File: src/design/assert_macros.svh
// Assertion macros shared by the design files.
`ifndef ASSERT_MACROS_SVH
`define ASSERT_MACROS_SVH
`ifndef NO_ASSERTIONS
`define ASSERT_CLK(label, clk, rst, prop) \
  label: assert property (@(posedge clk) disable iff (rst) (prop)) else $error("assertion failed");
`define ASSERT_CLK_NR(label, clk, prop) \
  label: assert property (@(posedge clk) (prop)) else $error("assertion failed");
`else
`define ASSERT_CLK(label, clk, rst, prop)
`define ASSERT_CLK_NR(label, clk, prop)
`endif
`endif

File: src/design/gfr_pkg.sv
// Shared types and constants of the gimbal frame rotation unit.
`timescale 1ns / 1ps
package gfr_pkg;
  localparam int TRIG_W = 17;
  localparam int ENTRY_W = 32;
  localparam logic signed [31:0] POLY [6] = '{
    -32'sd3864, 32'sd172272, -32'sd5026995, 32'sd85569306, -32'sd693598668,
    32'sd1686629713
  };
  localparam int QDEPTH = 16;
  localparam int QPTR_W = 4;
endpackage

File: src/design/gfr_queue.sv
// Small queue between the front end and the matrix back end.
`timescale 1ns / 1ps
module gfr_queue #(
  parameter int W = 8
) (
  input  logic clk,
  input  logic rst,
  input  logic wr,
  input  logic [W-1:0] wdata,
  input  logic rd,
  output logic [W-1:0] rdata,
  output logic empty,
  output logic [gfr_pkg::QPTR_W:0] count
);
  import gfr_pkg::*;
  logic [W-1:0] mem [QDEPTH];
  logic [QPTR_W-1:0] wp, rp;

  always_ff @(posedge clk) begin
    if (wr) mem[wp] <= wdata;
  end

  always_ff @(posedge clk) begin
    if (rst) begin
      wp <= '0;
      rp <= '0;
      count <= '0;
    end else begin
      if (wr) wp <= wp + 1'b1;
      if (rd) rp <= rp + 1'b1;
      count <= count + (QPTR_W+1)'(wr) - (QPTR_W+1)'(rd);
    end
  end

  assign rdata = mem[rp];
  assign empty = (count == '0);
endmodule

File: config.mk
export PLATFORM = sky130hd
export DESIGN_NAME = gfr_queue
export DESIGN_NICKNAME = d
export VERILOG_FILES = /design/src/design/assert_macros.svh /design/src/design/gfr_pkg.sv /design/src/design/gfr_queue.sv
export SDC_FILE = /design/constraint.sdc
export NUM_CORES = 1
export LEC_CHECK = 0
export BUFFER_PORTS_ARGS = -buffer_cell sky130_fd_sc_hd__buf_2
export CAP_MARGIN = 20
export CORE_MARGIN = 1
export CORE_UTILIZATION = 60
export CTS_BUF_LIST = sky130_fd_sc_hd__clkbuf_16
export CTS_CLUSTER_DIAMETER = 120
export DETAILED_ROUTE_END_ITERATION = 8
export PLACE_DENSITY = 0.78
export SYNTH_ARGS = -nofsm -noshare
export SYNTH_HDL_FRONTEND = slang
export SYNTH_SLANG_ARGS = --single-unit
File: constraint.sdc
create_clock -name clk -period 2.1 [get_ports clk]
set_input_delay 0.21 -clock clk [delete_from_list [all_inputs] [get_ports clk]]
set_output_delay 0.21 -clock clk [all_outputs]
set_load 0.03 [all_outputs]
* Yosys cells after proc, flatten, opt, wreduce, memory -nomap -nowiden
Memory sizes are Yosys's and may differ from the RTL's. A register that Yosys moved wholly into a read port is not among the register bits.
Index checks and enable logic that the tools add are counted.
** Word-level totals
- Register bits after elaboration :: 13
- Memory bits (writable) :: 128
- Input bits :: 12
- Output and inout bits :: 14
- Word-level logic and storage cells :: 13
- Memories :: 1
** Cells by class
- Add/subtract/negate cells :: 4
- Mux-type cells :: 4
- Reductions and logical operators :: 1
** Memories
- mem :: words 16, width 8, read ports 1, clocked after memory_dff 1, write ports 1, line gfr_queue.sv:16 : logic [W-1:0] mem [QDEPTH];
** Operator list (number)
- $add A4 B1 Y4 const B :: 2
- $mux W4 :: 2
- $add A5 B1 Y5 :: 1
- $logic_not A5 Y1 :: 1
- $sub A5 B1 Y5 :: 1
- $mux W1 :: 2

* Logic depth before layout (Yosys ltp)
Gate-level depths: netlist (run 1).
- Depth in word-level cells :: 3
- Mapped depth :: 9
- Mapped depth without buffers :: 9

* Worst setup path after synthesis (run 1)
OpenSTA, ideal clock, no wires.
- Path kind :: reg2reg
- From :: reg count[0] in the netlist's numbering
- To :: reg count[4] in the netlist's numbering
- Library setup time :: 0.070 ns
- Arrival time :: 2.083 ns
- Data required time :: 2.030 ns
- Setup slack :: -0.053 ns
- Cell stages (with the launch flop) :: 10
- Clock period less this slack :: 2.153 ns
- Cells stage by stage :: dfxtp_1 > inv_1 > ha_1 > inv_1 > ha_1 > fa_1 > a21oi_1 > nor2_1 > or3_1 > a21oi_1
** On the way
- Longest elaborated chain between the ends :: 2
** Ends and longest elaborated chain
- from (decl) :: line gfr_queue.sv:13 : output logic [gfr_pkg::QPTR_W:0] count
- from (signal assigned) :: line gfr_queue.sv:31 : count <= count + (QPTR_W+1)'(wr) - (QPTR_W+1)'(rd);
- $add A5 B1 Y5 :: line gfr_queue.sv:31
- $sub A5 B1 Y5 :: line gfr_queue.sv:31
No other way between the ends.
A chain may end at the register's enable or synchronous reset.

==> impl_metrics.csv, run 1 <==
group,metric,value,unit
critical_path,worstRegToRegCells,9,
die,die_area,10000,sq um
route,vias_per_cell,5.75,
route,dr_total_vias,2744,
worst_hold_path,hold_end,"rp[0]",
global_route,grt_util_all_layers,0.235,
critical_path,ff2ff_setup_slack,50,ps
logic_synthesis,yosys.cell_types.count,31,
die,fp.dieH,100,microns
pwr,p_per_area,1030,nW/um^2
timing,hold_viol_final,0,
timing,timing.slew.headroom,0.621,
placement,dp.cells,442,
logic_synthesis,synth_area,5760,sq um
pwr,internal_power,5.25,mW
timing,period_share,1.08,
placement,port_buffers,25,
critical_path,start_kind,"flip-flop",
route,final_antenna_net_count,0,
finish,layout_common_cells,"128 x edfxtp_1, 30 x mux4_2, 19 x clkbuf_16, 17 x and2_1, 17 x buf_2",
global_route,grt_pass1_vias,2923,
logic_synthesis,yosys_warnings,0,
timing,setup_ws,-171,ps
finish,nFillCells,597,
finish,stdcell_area,6740,sq um
clocking,htree_levels,4,
placement,dp_hpwl,6420,microns
route,drt_iter0_drc,196,
die,die_w,100,microns
placement,gp_congestion,0.716,
finish,nNetsFinal,359,
timing,min_period,2270,ps
clocking,cts_buffer_depth,2,
logic_synthesis,synthTopCellsByArea,"edfxtp_1 67%, mux4_2 7.0%, mux4_1 6.4%, dfxtp_1 5.9%, ha_1 2.4%",
global_route,grt_overflow,0,
pwr,pwr-share-clk,0.396,
pwr,sw_frac_of_total,0.246,
worst_hold_path,hold_depth,2,
clocking,cts.clk_slew.worst_paths,60,ps
timing,fmax,440,MHz
critical_path,cp-end-kind,"primary output",
pwr,power,6.96,mW
clocking,tritoncts,"yes",
finish,areaGrowthSynthToFinish,17.0,%
run_status,violations,"negative setup slack",
timing,final_max_slew_viol_count,0,
run,drv_cap,0,
pwr,p_seq_frac,0.471,
die,start_util,0.620,
die,rows,35,
critical_path,required,1890,ps
finish,layout_commonest_cell,"edfxtp_1",
clocking,cts-root-buf,"clkbuf_16",
global_route,grt_pass1_wl,16200,microns
logic_synthesis,synth.largest_area_cell,"edfxtp_1",
logic_synthesis,avgSynthCellArea,19.6,sq um
clocking,clkLatencyLatePin,410,ps
critical_path,cp_max_fo,7,
critical_path,cp.arrival,2060,ps
clocking,clock-sinks,145,
timing,setup_viol,8,
worst_hold_path,hp-start,"rst",
critical_path,rr_startpoint,"count[0]",
placement,placed_cell_area,6050,sq um
timing,worstMarginPinSlew,568,ps
critical_path,r2r_end,"count[4]",
timing,rsz0062_at_grt,"yes",
logic_synthesis,ys_ff_latch,145,
clocking,hold_buffers,0,
global_route,grt_max_degree,33,
die,core-area,9280,sq um
logic_synthesis,postSynthCellCount,294,
finish,finalNonFillerCells,477,
global_route,antenna_found_initial,0,
critical_path,path_class,"reg -> out",
pwr,ir_drop,0.725,mV
route,drt_first_pass_iters,4,
pwr,leakagePower,2.27,nW
timing,finClkSkew,9.38,ps
worst_hold_path,hp-class,"in -> reg",
finish,antenna_cells,0,
pwr,p_sw,1.71,mW
pwr,p_comb_frac,0.133,
route,drc,0,
logic_synthesis,synth_top_cell_area_share,0.667,
clocking,cts_made_buffers,17,
route,post_drt_wl_per_cell,22.9,microns
logic_synthesis,ys_seq_area_frac,0.726,
die,io_pins,26,
route,routed_wl,10900,microns
run_status,status,"finished, violations left",
finish,drive_above_1_share,0.322,
logic_synthesis,synthesis.nets,318,
-- worst max-delay path, cell delays in order, from the launching register on --
cell and delay (ps):
dfxtp_4 450, buf_12 160, mux4_2 520, a22oi_2 210
nand2_1 130, buf_6 160
-- sequential cells by signal, indices dropped and copies added, names as in the netlist, named ones only --
signal  flops
rp          4
count       5
mem       128
wp          4
-- cells in the mapped netlist --
master             n
and3b_1            1
buf_1              1
and3_1             1
xor2_1             5
and2b_1            1
o21ai_0            1
a22oi_1           16
fa_1               1
clkdlybuf4s25_2    3
nand2_1           11
dfxtp_1           17
clkbuf_1           2
buf_2              2
nor2_1            14
inv_1              8
buf_4              1
ha_1              11
or3_1              1
mux2i_1            2
edfxtp_1         128
a21o_1             1
nand4_1            2
and2_1            17
mux4_2            18
nor3b_1            1
nor2b_1            3
xnor2_1            4
mux4_1            14
nor4b_1            1
a21oi_1            3
buf_6              3
-- cells by family (layout without fill, tap and decap cells) --
logic type	count (synthesis)	in the layout	synth area share
flip-flops	145	145	0.726
AND/OR/NAND/NOR	53	53	0.0480
multiplexers	34	34	0.138
AO/OA/AOI/OAI	21	21	0.0256
buffers and inverters	20	74	0.0213
adder cells (fa/ha/maj)	12	12	0.0274
XOR/XNOR	9	9	0.0137
-- area by class of cell --
class                   count  area, sq um  share of cell area
well taps                 129          161              0.0239
inverters                   8         30.0             0.00446
clock inverters            15          120              0.0178
multi-input cells         129         1480               0.220
flip-flops and latches    145         4190               0.621
clock buffers              17          425              0.0631
repair buffers             34          332              0.0492
-- routing by layer --
metal	global-route usage	share of wire	wire length, microns
met1	0.308	0.41	4500
met2	0.378	0.52	5700
met3	0.0564	0.058	629
met4	0.110	0.0076	83
met5	0	0	0
-- power by group through the flow --
stage,clock (mW),sequential [mW],combinational (mW)
after floorplan,0,3.37,0.520
after global placement,0,3.32,0.781
after detailed placement,0,3.33,0.805
after CTS,2.79,3.27,0.857
after global routing,2.91,3.28,0.989
final,2.76,3.27,0.927
-- worst max path at each step --
stage,slack (ps),cells past startpoint,end
after floorplan,60,9,count[4]
after global placement,110,9,count[4]
after detailed placement,30,9,count[4]
after CTS,-160,5,rdata[0]
after global routing,-220,5,rdata[0]
final,-170,5,rdata[0]
-- timing repair --
item,4_1_cts,5_1_grt
cloned,0,2
pin swaps,5,13
endpoints found under the setup margin,8,9
gates resized for setup,29,19
buffers inserted,0,1
-- per-stage QoR --
step | util | setup TNS, ps | setup WS [ps] | hold WS, ps
finish | 0.726 | -966 | -171 | 136
detailed placement | 0.652 | 0 | 30.3 | 549
CTS | 0.717 | -909 | -155 | 119
global route | 0.726 | -1530 | -223 | 125
global placement | 0.652 | 0 | 114 | 507
floorplan | - | 0 | 58.6 | 274
(Power assumes the default switching activity.)
==> run 2, diff against run 1 <==
- CELL_PAD_IN_SITES_DETAIL_PLACEMENT: not set -> 0
- CELL_PAD_IN_SITES_GLOBAL_PLACEMENT: not set -> 1
- CORE_ASPECT_RATIO: not set -> 0.6
- CORE_UTILIZATION: 60 -> 53
- PLACE_DENSITY: 0.78 -> not set
- PLACE_DENSITY_LB_ADDON: not set -> 0.1
==> run 2 against run 1 <==
Compared with the run above: the run still ends with negative setup slack left; sequential power about the same; cell area increased by 1.3%; clock-buffer cell count unchanged; first-iteration DRC count increased by 22%; worst setup slack improved by 54 ps; sequential share of layout area decreased by 0.79 points; combinational power decreased by 2.3%; wire length increased by 5.5%; power increased by 4.7%; via count increased by 1.4%; global-route usage decreased by 1.1 points; largest power group unchanged.
==> impl_metrics.csv, run 2 (same netlist as run 1, synthesis figures left out) <==
group,metric,value,unit
timing,period_share,1.06,
clocking,cts_made_buffers,17,
worst_hold_path,hp-class,"in -> reg",
pwr,p_per_area,1070,nW/um^2
clocking,cts-root-buf,"clkbuf_16",
timing,hold_viol_final,0,
critical_path,cp_max_fo,10,
global_route,met1_usage,0.318,
finish,reg_top3,"mem: 128 flops, count: 5 flops",
clocking,clkLatencyLatePin,410,ps
die,die_area,11300,sq um
timing,timing.slew.headroom,0.594,
placement,port_buffers,25,
global_route,busiest_layer,"met2",
die,die_w,137,microns
finish,finalNonFillerCells,488,
die,io_pins,26,
critical_path,ff2ff_setup_slack,160,ps
route,routed_wl,11500,microns
die,core-area,10600,sq um
route,post_drt_wl_per_cell,23.6,microns
global_route,gr-usage-met3,0.0647,
global_route,grt_pass1_wl,17100,microns
timing,finClkSkew,4.51,ps
critical_path,start_kind,"flip-flop",
timing,worstMarginPinSlew,609,ps
clocking,htree_levels,4,
die,rows,29,
die,start_util,0.546,
route,vias_per_cell,5.70,
timing,min_period,2220,ps
placement,dp_hpwl,7040,microns
clocking,hold_buffers,0,
clocking,tritoncts,"yes",
timing,rsz0062_at_grt,"yes",
critical_path,required,1890,ps
placement,gp_congestion,0.728,
finish,layout_commonest_cell,"edfxtp_1",
global_route,antenna_found_initial,0,
global_route,grt_max_degree,33,
run_status,status,"finished, violations left",
finish,antenna_cells,0,
critical_path,cp.arrival,2010,ps
route,dr_total_vias,2783,
placement,dp.cells,453,
timing,setup_viol,8,
run,drv_cap,0,
pwr,leakagePower,2.31,nW
finish,areaGrowthSynthToFinish,18.5,%
critical_path,cp-end-kind,"primary output",
route,final_antenna_net_count,0,
global_route,grt_pass1_vias,2876,
finish,drive_above_1_share,0.312,
finish,largest_reg_flops,128,
timing,fmax,451,MHz
clocking,cts_buffer_depth,2,
global_route,grt_util_all_layers,0.224,
clocking,clock-sinks,145,
critical_path,path_class,"reg -> out",
run_status,violations,"negative setup slack",
timing,final_max_slew_viol_count,0,
pwr,ir_drop,0.614,mV
timing,setup_ws,-117,ps
route,drt_iter0_drc,239,
route,drt_first_pass_iters,4,
die,fp.dieH,82.8,microns
finish,layout_common_cells,"128 x edfxtp_1, 28 x mux4_2, 18 x buf_2, 17 x and2_1, 17 x clkbuf_16",
global_route,globalRouteMet2Util,0.335,
finish,top_register,"mem",
global_route,grt_overflow,0,
finish,nNetsFinal,360,
clocking,cts.clk_slew.worst_paths,60,ps
route,drc,0,
placement,pre_cts_ws,90.4,ps
run 2: changes by cell type in the layout (fill, tap and decap cells not counted), moves of 2 or more:
cell,delta
clkinv_2,-4
buf_4,+3
buf_6,-3
bufinv_16,+3
clkinv_4,+3
a22oi_1,+2
a22oi_2,-2
buf_16,+2
clkbuf_16,-2
inv_6,-2
mux4_1,+2
mux4_2,-2
run 2: repair_timing:
item,in CTS,in global routing
resized for setup,26,16
pin swaps,5,3
hold endpoints to repair,0,0
gates cloned,2,0
buffers inserted,1,0
setup endpoints to repair,8,9
run 2: worst paths after layout:
path | start | endpoint | depth (start not counted)
worst min-delay path | rst | count[2] | 2
worst max register to register | count[0] | count[4] | 9
worst max-delay path | flip-flop | rdata[1] | 5
worst min register to register | rp[2] | rp[2] | 2
run 2: report_power, final:
group	switching [mW]	total [mW]	internal (mW)
Clock	1.13	3.11	1.98
Combinational	0.501	0.906	0.405
Sequential	0.0515	3.27	3.21
Total	1.69	7.28	5.60
run 2: area by class of cell:
class,instances,area [sq um]
flip-flops and latches,145,4190
fillers,727,3730
multi-input cells,129,1480
clock buffers,17,425
repair buffers,35,330
clock inverters,15,195
well taps,139,174
inverters,8,30.0
run 2: per-layer routing:
metal | up-vias | routed length (microns)
li1 | 1254 | -
met1 | 1433 | 5450
met4 | 0 | 116
met3 | 10 | 705
met5 | - | 0
met2 | 86 | 5250
run 2: per-stage QoR:
stage	hold WS (ps)	utilization	area, sq um	power [mW]	setup TNS, ps
after floorplan	274	-	5760	3.89	0
after global placement	509	0.574	6060	4.13	0
after detailed placement	550	0.574	6060	4.13	0
after CTS	133	0.644	6800	7.30	-1090
after global routing	143	0.647	6830	7.55	-1320
final	146	0.647	6830	7.28	-720
run 2: critical path, cell delays in order, from the launching register on:
cell and delay (ps):
dfxtp_4 390, buf_12 160, mux4_1 580, a22oi_2 230, nand2_1 70, buf_4 170
==> run 3, diff against run 2 <==
- CORE_ASPECT_RATIO: 0.6 -> 0.75
==> run 3 against run 2 <==
Compared with the run above: the flow still finishes with violations (negative setup slack); wire length fell by 3.6%; combinational power hardly changed; via count fell by 2.2%; worst setup slack improved by 1.5 ps.
==> impl_metrics.csv, run 3 (same netlist as run 1, synthesis figures left out) <==
group,metric,value,unit
critical_path,worstRegToRegCells,9,
route,drt_first_pass_iters,4,
placement,dp_hpwl,6580,microns
timing,timing.slew.headroom,0.587,
placement,port_buffers,25,
finish,layout_commonest_cell,"edfxtp_1",
timing,holdWs,154,ps
pwr,leakagePower,2.29,nW
finish,reg_top3,"mem: 128 flops, count: 5 flops",
critical_path,path_class,"reg -> out",
finish,largest_reg_flops,128,
timing,final_max_slew_viol_count,0,
die,io_pins,26,
critical_path,cp_max_fo,5,
clocking,cts_made_buffers,17,
finish,final_util,0.653,
timing,min_period,2220,ps
die,die_w,122,microns
clocking,clock-sinks,145,
route,final_antenna_net_count,0,
finish,stdcell_area,6800,sq um
route,post_drt_wl_per_cell,23.0,microns
route,drt_iter0_drc,241,
critical_path,rr_startpoint,"count[0]",
placement,gp_congestion,0.701,
clocking,cts_buffer_depth,2,
run,drv_cap,0,
clocking,hold_buffers,0,
worst_hold_path,hp-class,"in -> reg",
timing,rsz0062_at_grt,"yes",
global_route,grt_util_all_layers,0.223,
global_route,grt_overflow,0,
timing,worstMarginPinSlew,619,ps
pwr,p_per_area,1040,nW/um^2
clocking,tritoncts,"yes",
route,dr_total_vias,2722,
route,vias_per_cell,5.65,
pwr,ir_drop,0.625,mV
timing,hold_viol_final,0,
clocking,cts.clk_slew.worst_paths,50,ps
route,drc,0,
pwr,power,7.08,mW
run_status,violations,"negative setup slack",
die,fp.dieH,92.3,microns
placement,placed_cell_area,6040,sq um
finish,top_register,"mem",
timing,setup_viol,8,
finish,layout_common_cells,"128 x edfxtp_1, 30 x mux4_2, 17 x and2_1, 17 x clkbuf_16, 17 x buf_2",
timing,setup_ws,-115,ps
timing,fin_setup_tns,-742,ps
global_route,grt_max_degree,33,
critical_path,ff2ff_setup_slack,90,ps
clocking,clkLatencyLatePin,400,ps
clocking,htree_levels,4,
finish,nNetsFinal,359,
timing,period_share,1.05,
finish,drive_above_1_share,0.315,
worst_hold_path,hp-start,"rst",
critical_path,start_kind,"flip-flop",
critical_path,cp-end-kind,"primary output",
finish,areaGrowthSynthToFinish,18.0,%
worst_hold_path,hold_end,"count[3]",
route,routed_wl,11100,microns
critical_path,r2r_end,"count[4]",
timing,finClkSkew,7.71,ps
clocking,cts-root-buf,"clkbuf_16",
timing,fmax,451,MHz
die,core-area,10400,sq um
critical_path,required,1890,ps
finish,antenna_cells,0,
finish,finalNonFillerCells,482,
die,rows,32,
die,start_util,0.553,
critical_path,cp.arrival,2010,ps
placement,dp.cells,448,
global_route,antenna_found_initial,0,
run_status,status,"finished, violations left",
die,die_area,11300,sq um
global_route,grt_pass1_wl,17000,microns
placement,pre_cts_ws,85.7,ps
global_route,grt_pass1_vias,2874,
worst_hold_path,hold_depth,2,
==> run 3: cell count changes in the layout (fill, tap and decap cells not counted), sizes merged <==
| cell | previous run | this run |
|---|---|---|
| inv | 10 | 8 |
| bufinv | 4 | 3 |
| buf | 35 | 34 |
| clkinv | 4 | 7 |
| clkinvlp | 5 | 3 |
==> run 3: how the worst max path moves through the flow <==
| stage | start | endpoint |
|---|---|---|
| after floorplan | count[0] | count[4] |
| after global placement | rd | count[4] |
| after detailed placement | rd | count[4] |
| after CTS | flip-flop | rdata[5] |
| after global routing | flip-flop | rdata[0] |
| final | flip-flop | rdata[0] |
==> run 3: cell type report <==
type	instances	area, sq um
sequential	145	4190
fill	708	3610
multi-input combinational	129	1490
clock buffer	17	425
timing repair buffer	34	345
tap	136	170
clock inverter	13	146
inverter	8	30.0
==> run 3: what timing repair did <==
action	CTS	global route
endpoints found under the hold margin	0	0
setup buffers	2	0
gates cloned	3	0
pin swaps	5	2
endpoints found under the setup margin	8	8
resized for setup	35	14
==> run 3: critical path: stages, from the launching register on <==
cell and delay (ps):
dfxtp_4 410, buf_12 140, buf_16 130, mux4_2 510, a22oi_2 140, nand2_1 110, buf_6 150
==> run 3: power breakdown <==
group / internal (mW) / leakage (nW) / switching, mW
clock network: 1.83 / 0.271 / 1.07
registers: 3.22 / 1.30 / 0.0503
logic: 0.417 / 0.722 / 0.491
total: 5.46 / 2.29 / 1.61
==> run 3: per-layer routing <==
layer  GRT usage  share of wire
met4      0.0711         0.0074
met2       0.316           0.45
met1       0.327           0.46
met5           0              0
met3      0.0746          0.083
